==> src/fermat_probable_prime_round_defines.svh <==
// assertion macros for the fermat probable prime round block
// used by the top level; expects signals named clock and reset in scope
`ifndef FERMAT_PROBABLE_PRIME_ROUND_DEFINES_SVH
`define FERMAT_PROBABLE_PRIME_ROUND_DEFINES_SVH

// same-cycle implication
`define FPPR_ASSERT_IMP(lbl, pre, post, msg) \
   lbl: assert property (@(posedge clock) disable iff (reset) (pre) |-> (post)) \
      else $error(msg);

// next-cycle implication
`define FPPR_ASSERT_NXT(lbl, pre, post, msg) \
   lbl: assert property (@(posedge clock) disable iff (reset) (pre) |=> (post)) \
      else $error(msg);

`endif

==> src/fppr_pkg.sv <==
// shared types for the fermat probable prime round block
// no dependencies
`default_nettype none

package fppr_pkg;

   typedef struct packed {
      logic start;
   } fppr_mm_ctrl_type;

   typedef struct packed {
      logic busy;
      logic done;
   } fppr_mm_status_type;

endpackage

`default_nettype wire

==> src/fppr_modmul.sv <==
// iterative modular multiplier, one multiplier bit per cycle, msb first
// computes (a * b) mod m for a < m; b may be any value; depends on fppr_pkg
`default_nettype none

module fppr_modmul #(
   parameter int N = 32
) (
   input  wire logic                        clock,
   input  wire logic                        reset,
   input  wire fppr_pkg::fppr_mm_ctrl_type  ctrl,
   input  wire logic [N-1:0]                op_a,
   input  wire logic [N-1:0]                op_b,
   input  wire logic [N-1:0]                modulus,
   output fppr_pkg::fppr_mm_status_type     status,
   output logic [N-1:0]                     result
);
   import fppr_pkg::*;

   localparam int W  = N + 3;
   localparam int CW = $clog2(N);

   logic [N-1:0]  r_ff, r_in;
   logic [N-1:0]  a_ff, a_in;
   logic [N-1:0]  b_ff, b_in;
   logic [N-1:0]  m_ff, m_in;
   logic [CW-1:0] cnt_ff, cnt_in;
   logic          busy_ff, busy_in;
   logic          done_ff, done_in;

   logic [W-1:0]  sum;
   logic [W-1:0]  diff1;
   logic [W-1:0]  diff2;
   logic [N-1:0]  step_r;

   // r = 2r + bit*a, then bring back below m (sum stays below 3m)
   always_comb begin
      sum    = {2'b00, r_ff, 1'b0} + (b_ff[N-1] ? {3'b000, a_ff} : {W{1'b0}});
      diff1  = sum - {3'b000, m_ff};
      diff2  = sum - {2'b00, m_ff, 1'b0};
      if (!diff2[W-1]) begin
         step_r = diff2[N-1:0];
      end else if (!diff1[W-1]) begin
         step_r = diff1[N-1:0];
      end else begin
         step_r = sum[N-1:0];
      end
   end

   always_comb begin
      r_in    = r_ff;
      a_in    = a_ff;
      b_in    = b_ff;
      m_in    = m_ff;
      cnt_in  = cnt_ff;
      busy_in = busy_ff;
      done_in = 1'b0;
      if (busy_ff) begin
         r_in   = step_r;
         b_in   = {b_ff[N-2:0], 1'b0};
         cnt_in = cnt_ff + 1'b1;
         if (cnt_ff == CW'(N - 1)) begin
            busy_in = 1'b0;
            done_in = 1'b1;
         end
      end else if (ctrl.start) begin
         r_in    = '0;
         a_in    = op_a;
         b_in    = op_b;
         m_in    = modulus;
         cnt_in  = '0;
         busy_in = 1'b1;
      end
   end

   always_ff @(posedge clock) begin
      r_ff   <= r_in;
      a_ff   <= a_in;
      b_ff   <= b_in;
      m_ff   <= m_in;
      cnt_ff <= cnt_in;
      if (reset) begin
         busy_ff <= 1'b0;
         done_ff <= 1'b0;
      end else begin
         busy_ff <= busy_in;
         done_ff <= done_in;
      end
   end

   assign status.busy = busy_ff;
   assign status.done = done_ff;
   assign result      = r_ff;

endmodule

`default_nettype wire

==> src/fermat_probable_prime_round.sv <==
// One Fermat round per item: the item carries a candidate and a witness, and
// the single result says whether witness^(candidate-1) mod candidate is 1.
// Candidates below 2 and even candidates other than 2 fail at once, going
// straight to the finish state. Otherwise one shared bit-serial modular
// multiplier does all the work: one product reduces the witness, then every
// exponent bit takes one squaring and each set bit one more multiply. Only
// the low OPERAND_BITS bits of candidate and witness are used. req_stall
// stays high while an item is at work; a new item is taken while the
// previous result still waits on rsp_stall.
`default_nettype none
`include "fermat_probable_prime_round_defines.svh"

module fermat_probable_prime_round #(
   parameter int OPERAND_BITS = 32
) (
   input  wire logic        clock,
   input  wire logic        reset,
   input  wire logic        req_valid,
   output logic             req_stall,
   input  wire logic [31:0] req_candidate,
   input  wire logic [31:0] req_witness,
   output logic             rsp_valid,
   input  wire logic        rsp_stall,
   output logic             rsp_passes
);
   import fppr_pkg::*;

   localparam int N = OPERAND_BITS;

   localparam logic [2:0] ST_IDLE      = 3'd0;
   localparam logic [2:0] ST_RED_ISSUE = 3'd1;
   localparam logic [2:0] ST_RED_WAIT  = 3'd2;
   localparam logic [2:0] ST_BIT       = 3'd3;
   localparam logic [2:0] ST_MUL_WAIT  = 3'd4;
   localparam logic [2:0] ST_SQR_ISSUE = 3'd5;
   localparam logic [2:0] ST_SQR_WAIT  = 3'd6;
   localparam logic [2:0] ST_FIN       = 3'd7;

   localparam logic [N-1:0] ONE = {{(N-1){1'b0}}, 1'b1};

   logic [2:0]   state_ff, state_in;
   logic [N-1:0] mod_ff, mod_in;
   logic [N-1:0] wit_ff, wit_in;
   logic [N-1:0] exp_ff, exp_in;
   logic [N-1:0] acc_ff, acc_in;
   logic [N-1:0] sq_ff, sq_in;
   logic         ok_ff, ok_in;
   logic         rsp_valid_ff, rsp_valid_in;
   logic         rsp_passes_ff, rsp_passes_in;

   logic [N-1:0] cand;
   logic         cand_ok;
   logic         req_take;
   logic         mm_wait;

   fppr_mm_ctrl_type   mm_ctrl;
   fppr_mm_status_type mm_stat;
   logic [N-1:0]       mm_a;
   logic [N-1:0]       mm_b;
   logic [N-1:0]       mm_res;

   assign cand     = req_candidate[N-1:0];
   assign cand_ok  = (cand > ONE) && ((cand == {ONE[N-2:0], 1'b0}) || cand[0]);
   assign req_take = req_valid && !req_stall;

   fppr_modmul #(
      .N(N)
   ) u_modmul (
      .clock   (clock),
      .reset   (reset),
      .ctrl    (mm_ctrl),
      .op_a    (mm_a),
      .op_b    (mm_b),
      .modulus (mod_ff),
      .status  (mm_stat),
      .result  (mm_res)
   );

   // operand select for the shared multiplier
   always_comb begin
      mm_ctrl.start = 1'b0;
      mm_a          = sq_ff;
      mm_b          = sq_ff;
      case (state_ff)
         ST_RED_ISSUE: begin
            mm_ctrl.start = 1'b1;
            mm_a          = ONE;
            mm_b          = wit_ff;
         end
         ST_BIT: begin
            mm_ctrl.start = (exp_ff != '0);
            if (exp_ff[0]) begin
               mm_a = acc_ff;
            end
         end
         ST_SQR_ISSUE: begin
            mm_ctrl.start = 1'b1;
         end
         default: begin
            mm_ctrl.start = 1'b0;
         end
      endcase
   end

   always_comb begin
      state_in      = state_ff;
      mod_in        = mod_ff;
      wit_in        = wit_ff;
      exp_in        = exp_ff;
      acc_in        = acc_ff;
      sq_in         = sq_ff;
      ok_in         = ok_ff;
      rsp_valid_in  = rsp_valid_ff && rsp_stall;
      rsp_passes_in = rsp_passes_ff;
      case (state_ff)
         ST_IDLE: begin
            if (req_take) begin
               mod_in   = cand;
               wit_in   = req_witness[N-1:0];
               exp_in   = cand - ONE;
               acc_in   = ONE;
               ok_in    = cand_ok;
               state_in = cand_ok ? ST_RED_ISSUE : ST_FIN;
            end
         end
         ST_RED_ISSUE: begin
            state_in = ST_RED_WAIT;
         end
         ST_RED_WAIT: begin
            if (mm_stat.done) begin
               sq_in    = mm_res;
               state_in = ST_BIT;
            end
         end
         ST_BIT: begin
            if (exp_ff == '0) begin
               state_in = ST_FIN;
            end else if (exp_ff[0]) begin
               state_in = ST_MUL_WAIT;
            end else begin
               state_in = ST_SQR_WAIT;
            end
         end
         ST_MUL_WAIT: begin
            if (mm_stat.done) begin
               acc_in   = mm_res;
               state_in = ST_SQR_ISSUE;
            end
         end
         ST_SQR_ISSUE: begin
            state_in = ST_SQR_WAIT;
         end
         ST_SQR_WAIT: begin
            if (mm_stat.done) begin
               sq_in    = mm_res;
               exp_in   = {1'b0, exp_ff[N-1:1]};
               state_in = ST_BIT;
            end
         end
         ST_FIN: begin
            if (!rsp_valid_ff || !rsp_stall) begin
               rsp_valid_in  = 1'b1;
               rsp_passes_in = ok_ff && (acc_ff == ONE);
               state_in      = ST_IDLE;
            end
         end
         default: begin
            state_in = ST_IDLE;
         end
      endcase
   end

   always_ff @(posedge clock) begin
      mod_ff        <= mod_in;
      wit_ff        <= wit_in;
      exp_ff        <= exp_in;
      acc_ff        <= acc_in;
      sq_ff         <= sq_in;
      ok_ff         <= ok_in;
      rsp_passes_ff <= rsp_passes_in;
      if (reset) begin
         state_ff     <= ST_IDLE;
         rsp_valid_ff <= 1'b0;
      end else begin
         state_ff     <= state_in;
         rsp_valid_ff <= rsp_valid_in;
      end
   end

   assign req_stall  = (state_ff != ST_IDLE);
   assign rsp_valid  = rsp_valid_ff;
   assign rsp_passes = rsp_passes_ff;

   // states that wait on the multiplier
   assign mm_wait = (state_ff == ST_RED_WAIT) || (state_ff == ST_MUL_WAIT) ||
                    (state_ff == ST_SQR_WAIT);

   `FPPR_ASSERT_NXT(a_take_goes_busy, req_take, req_stall, "accepted item did not start work")
   `FPPR_ASSERT_IMP(a_start_when_free, mm_ctrl.start, !mm_stat.busy, "start while busy")
   `FPPR_ASSERT_IMP(a_rsp_from_fin, $rose(rsp_valid), $past(state_ff) == ST_FIN, "stray result")
   `FPPR_ASSERT_IMP(a_done_in_wait, mm_stat.done, mm_wait, "product done with no waiter")

endmodule

`default_nettype wire
==> config.mk <==
export PLATFORM = sky130hd
export DESIGN_NAME = fermat_probable_prime_round
export DESIGN_NICKNAME = d
export VERILOG_FILES = /design/src/fppr_pkg.sv /design/src/fppr_modmul.sv /design/src/fermat_probable_prime_round.sv
export VERILOG_INCLUDE_DIRS = /design/src /design/src/src
export SDC_FILE = /design/constraint.sdc
export NUM_CORES = 1
export LEC_CHECK = 0
export BUFFER_PORTS_ARGS = -buffer_cell sky130_fd_sc_hd__buf_4
export CAP_MARGIN = 40
export CORE_ASPECT_RATIO = 0.7
export CORE_UTILIZATION = 50
export CTS_BUF_LIST = sky130_fd_sc_hd__clkbuf_8
export CTS_CLUSTER_DIAMETER = 30
export DETAILED_ROUTE_END_ITERATION = 7
export GPL_TIMING_DRIVEN = 0
export PLACE_DENSITY = 0.64
export RECOVER_POWER = 50
export SLEW_MARGIN = 20
export SYNTH_ARGS = -nofsm -noshare
export SYNTH_HDL_FRONTEND = slang
export SYNTH_SLANG_ARGS = --single-unit
export TNS_END_PERCENT = 100
==> constraint.sdc <==
create_clock -name clock -period 8.39 [get_ports clock]
set_input_delay 1.2585 -clock clock [delete_from_list [all_inputs] [get_ports clock]]
set_output_delay 1.2585 -clock clock [all_outputs]
set_load 0.02 [all_outputs]
==> flow_summary.json, run 1 <==
{
  "cts_tree": "built",
  "synth-seq-cells": 301,
  "multiInputGateArea_um2": 8140,
  "netlist_instances": 1614,
  "relSlewSlack_pct": 7.09,
  "slew_viol_final": 0,
  "area_growth_pct": 13.7,
  "synth_ff_type": "edfxtp_1",
  "die_h_um": 159,
  "reg2reg_to": "u_modmul.result[31]",
  "grt_pass1_wl_mm": 72.1,
  "drtAntennaViolNets": 0,
  "tns_ps": 0,
  "crit_family": "compound AO/OA/AOI/OAI gates",
  "cts_max_level": 2,
  "hold_path_depth": 0,
  "io_buffers": 70,
  "syn-num-nets": 1785,
  "syn_avg_cell_area_um2": 10.9,
  "synth-xor-area-share_pct": 5.06,
  "clock_sinks": 301,
  "critical-path-slowest-cell": "a2111oi_0",
  "status": "finished, final reports clean",
  "start_util_pct": 50.8,
  "cp-start-kind": "flop",
  "num_rows": 57,
  "worst_clock_skew_ps": 34.0,
  "clk_pin_slew_worst_paths_ps": 60,
  "hpwl_mm": 35.2,
  "period_share_pct": 81.7,
  "final_layout_size_suffix_gt1_share_pct": 9.51,
  "worstPathCellList": "clkbuf_1 > nand2_1 > fa_1 > nor2b_1 > o31a_1 > o21a_1 > and2_1 > o21ai_0 > a21oi_1 > o41ai_1 > xnor2_1 > ha_1 > clkbuf_1 > nand2_1 > a2111oi_0 > o311ai_0 > a21oi_1 > o2111ai_1 > a31oi_1 > o21ai_0 > a311o_1 > a31oi_1",
  "grt_pass1_vias": 12564,
  "post-route-drc-count": 0,
  "route.vias.total": 13485,
  "cts_made_buffers": 60,
  "grt_antenna_before_repair": 0,
  "cts_root_buffer": "clkbuf_8",
  "rrSetupSlack_ps": 1530,
  "hold_buffers": 0,
  "r2r_cells": 22,
  "post_cts_resized": 0,
  "critPathMaxFanout": 10,
  "grt_max_degree": 37,
  "cp.required_ps": 8850,
  "endpoint_kind": "flop",
  "n_fill_cell": 3063,
  "hold_path_end": "u_modmul.m_ff[16]",
  "worstPathArrival_ps": 7320,
  "synth-compound-area-share_pct": 16.6,
  "tightest_slew_ps": 1390,
  "pin_count": 71,
  "hold_class": "flop to flop",
  "drtPass1Iterations": 6,
  "synth_area_um2": 17600,
  "dr.first_iter.drc_count": 1385,
  "synthSimpleGateAreaFrac_pct": 13.1,
  "coreArea_um2": 34700,
  "rsz0062_at_grt": "no",
  "critical_path.max_stage_delay_ps": 760,
  "path_buf_inv": 2,
  "hold_viol": 0,
  "ys_types": 77,
  "clock.fmax_ghz": 0.146,
  "grt_usage_pct": 25.9,
  "wl_per_cell_um": 20.4,
  "die_x_um": 227,
  "worstHoldStart": "mod_ff[16]",
  "synthMuxAreaShare_pct": 3.82,
  "wl_mm": 46.6,
  "clkLatencyLatePin_ps": 630,
  "ys_seq_area_share_pct": 50.8,
  "maxCapViolCount": 0,
  "seq_area_um2": 8970,
  "synth_warnings": 0,
  "fin_nets": 1928,
  "die_area_um2": 36100,
  "async_reset_ff_share_pct": 0,
  "critPathKind": "flop to flop",
  "period_needed_ps": 6860,
  "post_cts_buffers": 0,
  "gp_congestion": 0.925,
  "setup_viol": 0,
  "via_per_inst": 5.91,
  "synth_top_family_by_area": "compound AO/OA/AOI/OAI gates",
  "cts.path.max_buffers": 3,
  "antenna_cells": 0,
  "overflow": 0,
  "synthAdderAreaFrac_pct": 7.43,
  "rr_startpoint": "u_modmul.b_ff[31]",
  "synth_edf_count": 294
}
==> synthesized netlist by cell type (all sizes together) (4+ instances only) <==
cell type  instances  area, µm²
xor2              33        289
and4               5       43.8
a211oi            12       90.1
a211o              9       78.8
nor2b             11       68.8
inv               72        270
nor3              29        145
and2              39        244
or2               10       62.6
dfxtp              7        140
o21a              17        128
o31ai             40        300
buf                7       53.8
nand4              9       56.3
a21oi            148        752
mux2i             64        641
or3               10       67.6
a22o              31        272
o21ai             69        349
ha               100       1250
nand3             28        140
o22ai              5       31.3
o21bai             9       78.8
nor4              26        190
a21o              30        225
clkbuf            63        236
xnor2             69        604
a2111oi            5       81.3
o211ai            10       75.1
nand2            112        420
nor2             112        430
a31o               4       35.0
o311ai             4       35.0
a22oi              4       30.0
nand2b            13       81.3
and3              45        282
edfxtp           294       8830
a31oi             15       93.8
==> per-stage QoR <==
stage               instances  util (%)  setup slack, ps  cell area, µm²  hold WS [ps]
global placement         2156      54.0             1800           18800           405
CTS                      2278      58.4             1730           20300           418
global route             2280      57.8              942           20100           426
floorplan                1614         -             3220           17600           400
detailed placement       2165      54.9             1790           19100           405
finish                   2280      57.8             1530           20100           416
==> routing by layer <==
layer / GRT usage [%] / wire [µm] / up-vias
met2: 35.0 / 18400 / 494
met1: 40.4 / 23000 / 6498
met4: 6.45 / 968 / 0
met5: 0 / 0 / -
li1: - / - / 6415
met3: 7.22 / 4220 / 78
==> sequential cells by signal, indices dropped and copies added (netlist names), 3 cells and up <==
register	flops
acc_ff	32
exp_ff	32
mod_ff	32
sq_ff	32
state_ff	3
u_modmul.a_ff	32
u_modmul.b_ff	32
u_modmul.cnt_ff	5
u_modmul.m_ff	32
u_modmul.result	32
wit_ff	32
==> cell usage in the layout, fill, tap and decap left out, types with 32 or more instances in the layout <==
cell,count
o21ai_0,65
edfxtp_1,294
xnor2_1,69
mux2i_1,64
inv_1,84
clkbuf_8,60
clkbuf_1,99
o31ai_1,40
nand2_1,111
clkbuf_4,32
and2_1,37
ha_1,100
nor2_1,109
xor2_1,33
and3_1,45
a21oi_1,146
==> worst max path at each step <==
stage | startpoint | to | slack [ps] | cells past startpoint
floorplan | u_modmul.b_ff[31] | u_modmul.result[16] | 3220 | 23
global placement | u_modmul.b_ff[31] | u_modmul.result[31] | 1800 | 22
CTS | u_modmul.b_ff[31] | u_modmul.result[31] | 1730 | 22
finish | u_modmul.b_ff[31] | u_modmul.result[31] | 1530 | 22
global route | u_modmul.b_ff[31] | u_modmul.result[31] | 940 | 22
detailed placement | u_modmul.b_ff[31] | u_modmul.result[31] | 1790 | 22
==> layout make-up <==
| class | instances | area share (%) |
|---|---|---|
| Inverter | 72 | 1.35 |
| Clock buffer | 60 | 4.12 |
| Sequential cell | 301 | 44.7 |
| Timing Repair Buffer | 81 | 2.83 |
| Multi-Input combinational cell | 1171 | 40.6 |
| Tap cell | 472 | 2.94 |
| Buffer | 70 | 1.45 |
| Clock inverter | 53 | 2.01 |
==> kinds of logic (layout without fill, tap and decap cells) <==
logic type	Yosys count	count (layout)
XOR/XNOR	102	102
flip-flops	301	301
adder cells (fa/ha/maj)	103	103
AO/OA/AOI/OAI	441	441
multiplexers	67	67
AND/OR/NAND/NOR	458	458
buffers and inverters	142	336
Power of run 1 is left out: the tool's default activity adds up to more than one toggle a clock period on the data nets, which glitch-free logic cannot reach.
==> run 2: changes to the inputs <==
Settings changed: ABC_AREA from default to 1, PLACE_DENSITY 0.64 to 0.66.
Clock period 8.39 ns to 6.05 ns, I/O delays scaled along.
==> flow_summary.json, run 2 <==
{
  "status": "complete, but fails checks",
  "fin_nets": 2692,
  "cts_tree": "built",
  "relSlewSlack_pct": -16.3,
  "slew_viol_final": 29,
  "period_share_pct": 98.3,
  "hold_class": "flop to flop",
  "setup_ws_ps": 105,
  "wl_per_cell_um": 20.1,
  "ys_top_cells_by_count": "665 x nand2_1, 348 x inv_1, 294 x edfxtp_1",
  "grt_max_degree": 48,
  "ys_types": 52,
  "async_reset_ff_share_pct": 0,
  "drtAntennaViolNets": 0,
  "syn-num-nets": 2557,
  "synth_warnings": 0,
  "clkLatencyLatePin_ps": 630,
  "overflow": 0,
  "netlist_instances": 2386,
  "rsz0062_at_grt": "no",
  "grt_pass1_vias": 15575,
  "setup_viol": 0,
  "cts_root_buffer": "clkbuf_8",
  "die_x_um": 237,
  "die_h_um": 167,
  "yosysMostFrequentCell": "nand2_1",
  "via_per_inst": 5.51,
  "drtPass1Iterations": 5,
  "antenna_cells": 0,
  "grt_pass1_wl_mm": 92.3,
  "mostFrequentLayoutCells": "664 x nand2_1, 353 x inv_1, 294 x edfxtp_1",
  "dr.first_iter.drc_count": 1988,
  "cts.path.max_buffers": 3,
  "period_needed_ps": 5940,
  "critPathMaxFanout": 10,
  "cp.required_ps": 6470,
  "coreArea_um2": 37700,
  "cts_max_level": 2,
  "clock_sinks": 301,
  "post-route-drc-count": 0,
  "fin_area_um2": 21800,
  "dpl_cell_area_um2": 20800,
  "synth_area_leaders": "edfxtp_1 46%, nand2_1 13%, inv_1 6.7%, ha_1 6.4%, nor2_1 4.1%",
  "synth-seq-cells": 301,
  "final_common_cell": "nand2_1",
  "io_buffers": 70,
  "synth_top_area_share_pct": 45.5,
  "worstPathArrival_ps": 6370,
  "cp-start-kind": "flop",
  "syn_avg_cell_area_um2": 8.13,
  "pin_count": 71,
  "endpoint_kind": "flop",
  "synth.largest_area_cell": "edfxtp_1",
  "critPathKind": "flop to flop",
  "tns_ps": 0,
  "clk_pin_slew_worst_paths_ps": 70,
  "die_area_um2": 39600,
  "start_util_pct": 51.4,
  "hpwl_mm": 50.4,
  "cts_made_buffers": 50,
  "synth_edf_count": 294,
  "pre_cts_ws_ps": 36.1,
  "ys_seq_area_share_pct": 46.2,
  "violations": "max-capacitance violations, max-slew violations",
  "hold_viol": 0,
  "num_rows": 59,
  "worst_clock_skew_ps": 59.1,
  "area_growth_pct": 12.2,
  "synth_area_um2": 19400,
  "grt_antenna_before_repair": 1,
  "tightest_slew_ps": 1740,
  "wl_mm": 61.9,
  "synth_ff_type": "edfxtp_1",
  "final_layout_size_suffix_gt1_share_pct": 7.73,
  "grt_usage_pct": 31.2,
  "route.vias.total": 16969,
  "clock.fmax_ghz": 0.168,
  "gp_congestion": 1.05,
  "maxCapViolCount": 1
}
==> run 2: cell types whose count changed after synthesis, moves of 23 or more <==
cell | before | now
nand3_1 | 28 | 128
o31ai_1 | 40 | 1
inv_1 | 72 | 348
mux2i_1 | 64 | 0
o21ai_0 | 65 | 109
xnor2_1 | 69 | 35
a21o_1 | 30 | 7
and2_1 | 39 | 3
clkbuf_1 | 63 | 37
o211ai_1 | 10 | 34
a22o_1 | 31 | 0
nand2_1 | 112 | 665
nor2_1 | 110 | 212
and3_1 | 45 | 2
==> run 2: worst max-delay path, cell delays in order, from the launching register on <==
cell and delay, ps:
edfxtp_1 470, buf_4 170, clkbuf_1 320, nand2_1 240, inv_1 110, ha_1 320
nand2_1 220, o21bai_1 100, a21oi_1 340, nand3_1 210, xor2_1 530, inv_1 180
ha_1 440, nand2_1 130, nor2_1 130, nand2_1 90, nor2_1 110, nand2_1 50
nand2_1 270, nand2_1 110, nand2_2 120, nand2_1 70, nand2_2 130, buf_4 220
nand3_1 270, a21oi_2 370
==> run 2: routing by layer <==
layer | global-route usage, % | routed length (µm) | share of wire [%] | vias up
li1 | - | - | - | 8182
met1 | 49.6 | 30300 | 49 | 7977
met2 | 41.1 | 23500 | 38 | 743
met3 | 9.45 | 7080 | 11 | 67
met4 | 6.09 | 1010 | 1.6 | 0
met5 | 0 | 0 | 0 | -
==> run 2: path summary, 6_finish.rpt <==
| kind | startpoint | endpoint | slack, ps | cells past startpoint |
|---|---|---|---|---|
| min | mod_ff[23] | u_modmul.m_ff[23] | 410 | 0 |
| max | u_modmul.b_ff[31] | u_modmul.result[25] | 110 | 25 |
| max reg2reg | u_modmul.b_ff[31] | u_modmul.result[25] | 110 | 25 |
| min reg2reg | mod_ff[23] | u_modmul.m_ff[23] | 410 | 0 |
==> run 2: stage by stage <==
stage          utilization, %  instances  hold WS (ps)
2_1_floorplan               -       2386           400
3_3_place_gp             54.5       2974           405
3_5_place_dp             55.2       2983           405
4_1_cts                  58.1       3074           408
5_1_grt                  57.7       3078           417
6_report                 57.7       3078           406
==> run 2: logic make-up after synthesis <==
family / share of synthesized area (%)
buffers and inverters: 8.30
flip-flops: 46.2
AO/OA/AOI/OAI: 10.7
AND/OR/NAND/NOR: 24.3
adder cells (fa/ha/maj): 6.76
XOR/XNOR: 3.66
==> run 2: cell type report <==
cell class / count / area (µm²)
Buffer: 56 / 280
Clock buffer: 55 / 757
Clock inverter: 36 / 354
Fill cell: 3565 / 16000
Inverter: 355 / 1330
Multi-Input combinational cell: 1674 / 8880
Sequential cell: 301 / 8970
Tap cell: 518 / 648
Timing Repair Buffer: 83 / 543
==> run 2: repair_timing <==
action / 4_1_cts / 5_1_grt
endpoints found under the setup margin: 2 / 28
setup buffers: 0 / 2
hold buffers: 0 / 0
cloned: 0 / 0
resized for setup: 1 / 9
Power of run 2 is left out for the same reason.
==> run 3: changes to the inputs <==
Settings changed: CELL_PAD_IN_SITES_DETAIL_PLACEMENT from default to 1, CELL_PAD_IN_SITES_GLOBAL_PLACEMENT from default to 2, CORE_UTILIZATION 50 to 36, CTS_BUF_LIST sky130_fd_sc_hd__clkbuf_8 to sky130_fd_sc_hd__clkbuf_4 sky130_fd_sc_hd__clkbuf_8, PLACE_DENSITY 0.66 to 0.76.
==> flow_summary.json, run 3 (synthesis results as in run 2) <==
{
  "hold_class": "flop to flop",
  "rrSetupSlack_ps": 360,
  "final_common_cell": "nand2_1",
  "hold_buffers": 0,
  "cp-start-kind": "flop",
  "hold_viol": 0,
  "setup_viol": 0,
  "critPathKind": "flop to flop",
  "cts.path.max_buffers": 3,
  "post-route-drc-count": 0,
  "grt_usage_pct": 25.9,
  "hpwl_mm": 57.6,
  "setup_ws_ps": 357,
  "num_rows": 70,
  "clkLatencyLatePin_ps": 670,
  "critical-path-slowest-cell": "fa_1",
  "maxCapViolCount": 3,
  "rr_startpoint": "u_modmul.b_ff[31]",
  "die_h_um": 196,
  "cts_made_buffers": 74,
  "antenna_cells": 0,
  "grt_pass1_vias": 17042,
  "slew_viol_final": 80,
  "via_per_inst": 5.13,
  "coreArea_um2": 52700,
  "final_layout_size_suffix_gt1_share_pct": 9.00,
  "start_util_pct": 36.8,
  "status": "complete, but fails checks",
  "pre_cts_ws_ps": -14.8,
  "critical_path.max_stage_delay_ps": 400,
  "startpoint": "u_modmul.b_ff[31]",
  "critPathMaxFanout": 10,
  "die_x_um": 279,
  "cp.required_ps": 6500,
  "relSlewSlack_pct": -10.2,
  "dr.first_iter.drc_count": 1193,
  "period_share_pct": 94.1,
  "worst_clock_skew_ps": 28.5,
  "r2r_cells": 26,
  "io_buffers": 70,
  "tightest_slew_ps": 1650,
  "endpoint_kind": "flop",
  "grt_max_degree": 43,
  "drtAntennaViolNets": 0,
  "violations": "max-capacitance violations, max-slew violations",
  "cts_max_level": 3,
  "wl_per_cell_um": 21.2,
  "fin_nets": 2712,
  "clock.fmax_ghz": 0.176,
  "area_growth_pct": 16.0,
  "grt_pass1_wl_mm": 106,
  "route.vias.total": 17042,
  "rsz0062_at_grt": "yes",
  "grt_antenna_before_repair": 2,
  "drtPass1Iterations": 5,
  "wl_mm": 70.3,
  "cts_tree": "built",
  "period_needed_ps": 5690,
  "mostFrequentLayoutCells": "665 x nand2_1, 348 x inv_1, 294 x edfxtp_1",
  "gp_congestion": 0.967,
  "die_area_um2": 54800,
  "reg2reg_to": "u_modmul.result[28]",
  "clock_sinks": 301,
  "clk_pin_slew_worst_paths_ps": 60,
  "crit_path_end": "u_modmul.result[28]",
  "worstPathArrival_ps": 6140,
  "worst_path_most_repeated_cell": "nand2_1",
  "whs_ps": 415,
  "cts_root_buffer": "clkbuf_8",
  "pin_count": 71,
  "overflow": 0
}
## run 3: metal layers
layer,track usage [%],routed length [µm]
met4,5.12,842
met3,6.48,5710
met1,41.1,36600
met2,34.6,27200
met5,0,0
## run 3: area by class of cell
cell class	count	area, µm²
Buffer	55	279
Clock buffer	78	1050
Tap cell	720	901
Clock inverter	56	591
Sequential cell	301	8970
Multi-Input combinational cell	1674	8860
Timing Repair Buffer	80	523
Fill cell	6429	30200
Inverter	355	1330
## run 3: worst max-delay path: cells and delay by family, from the launching register on
| family | cells | cell delay [ps] |
|---|---|---|
| AOI/OAI and AO/OA | 7 | 1940 |
| xor gates and xnor gates | 1 | 360 |
| adders and majority gates | 3 | 920 |
| buffers and inverters | 5 | 730 |
| DFF | 1 | 360 |
| and+or+nand+nor | 10 | 1170 |
## run 3: timing repair
item | 4_1_cts | 5_1_grt
endpoints found under the setup margin | 5 | 32
gates cloned | 0 | 0
gates resized for setup | 1 | 4
pin swaps | 0 | 0
setup buffers | 0 | 2
endpoints found under the hold margin | 0 | 0
## run 3: worst min path at each step
stage / startpoint / to / depth (start not counted)
6_report: mod_ff[30] / u_modmul.m_ff[30] / 0
3_3_place_gp: mod_ff[18] / u_modmul.m_ff[18] / 0
3_5_place_dp: mod_ff[1] / u_modmul.m_ff[1] / 0
2_1_floorplan: mod_ff[0] / u_modmul.m_ff[0] / 0
4_1_cts: req_witness[29] / wit_ff[29] / 1
5_1_grt: req_witness[29] / wit_ff[29] / 1
## run 3: metrics by stage
stage	utilization (%)	TNS, ps	std cells	cell area (µm²)
3_3_place_gp	39.5	0	3176	20800
4_1_cts	43.0	0	3318	22700
5_1_grt	42.7	-39.1	3319	22500
2_1_floorplan	-	0	2386	19400
3_5_place_dp	39.9	-14.8	3184	21000
6_report	42.7	0	3319	22500
Power of run 3 is left out for the same reason.
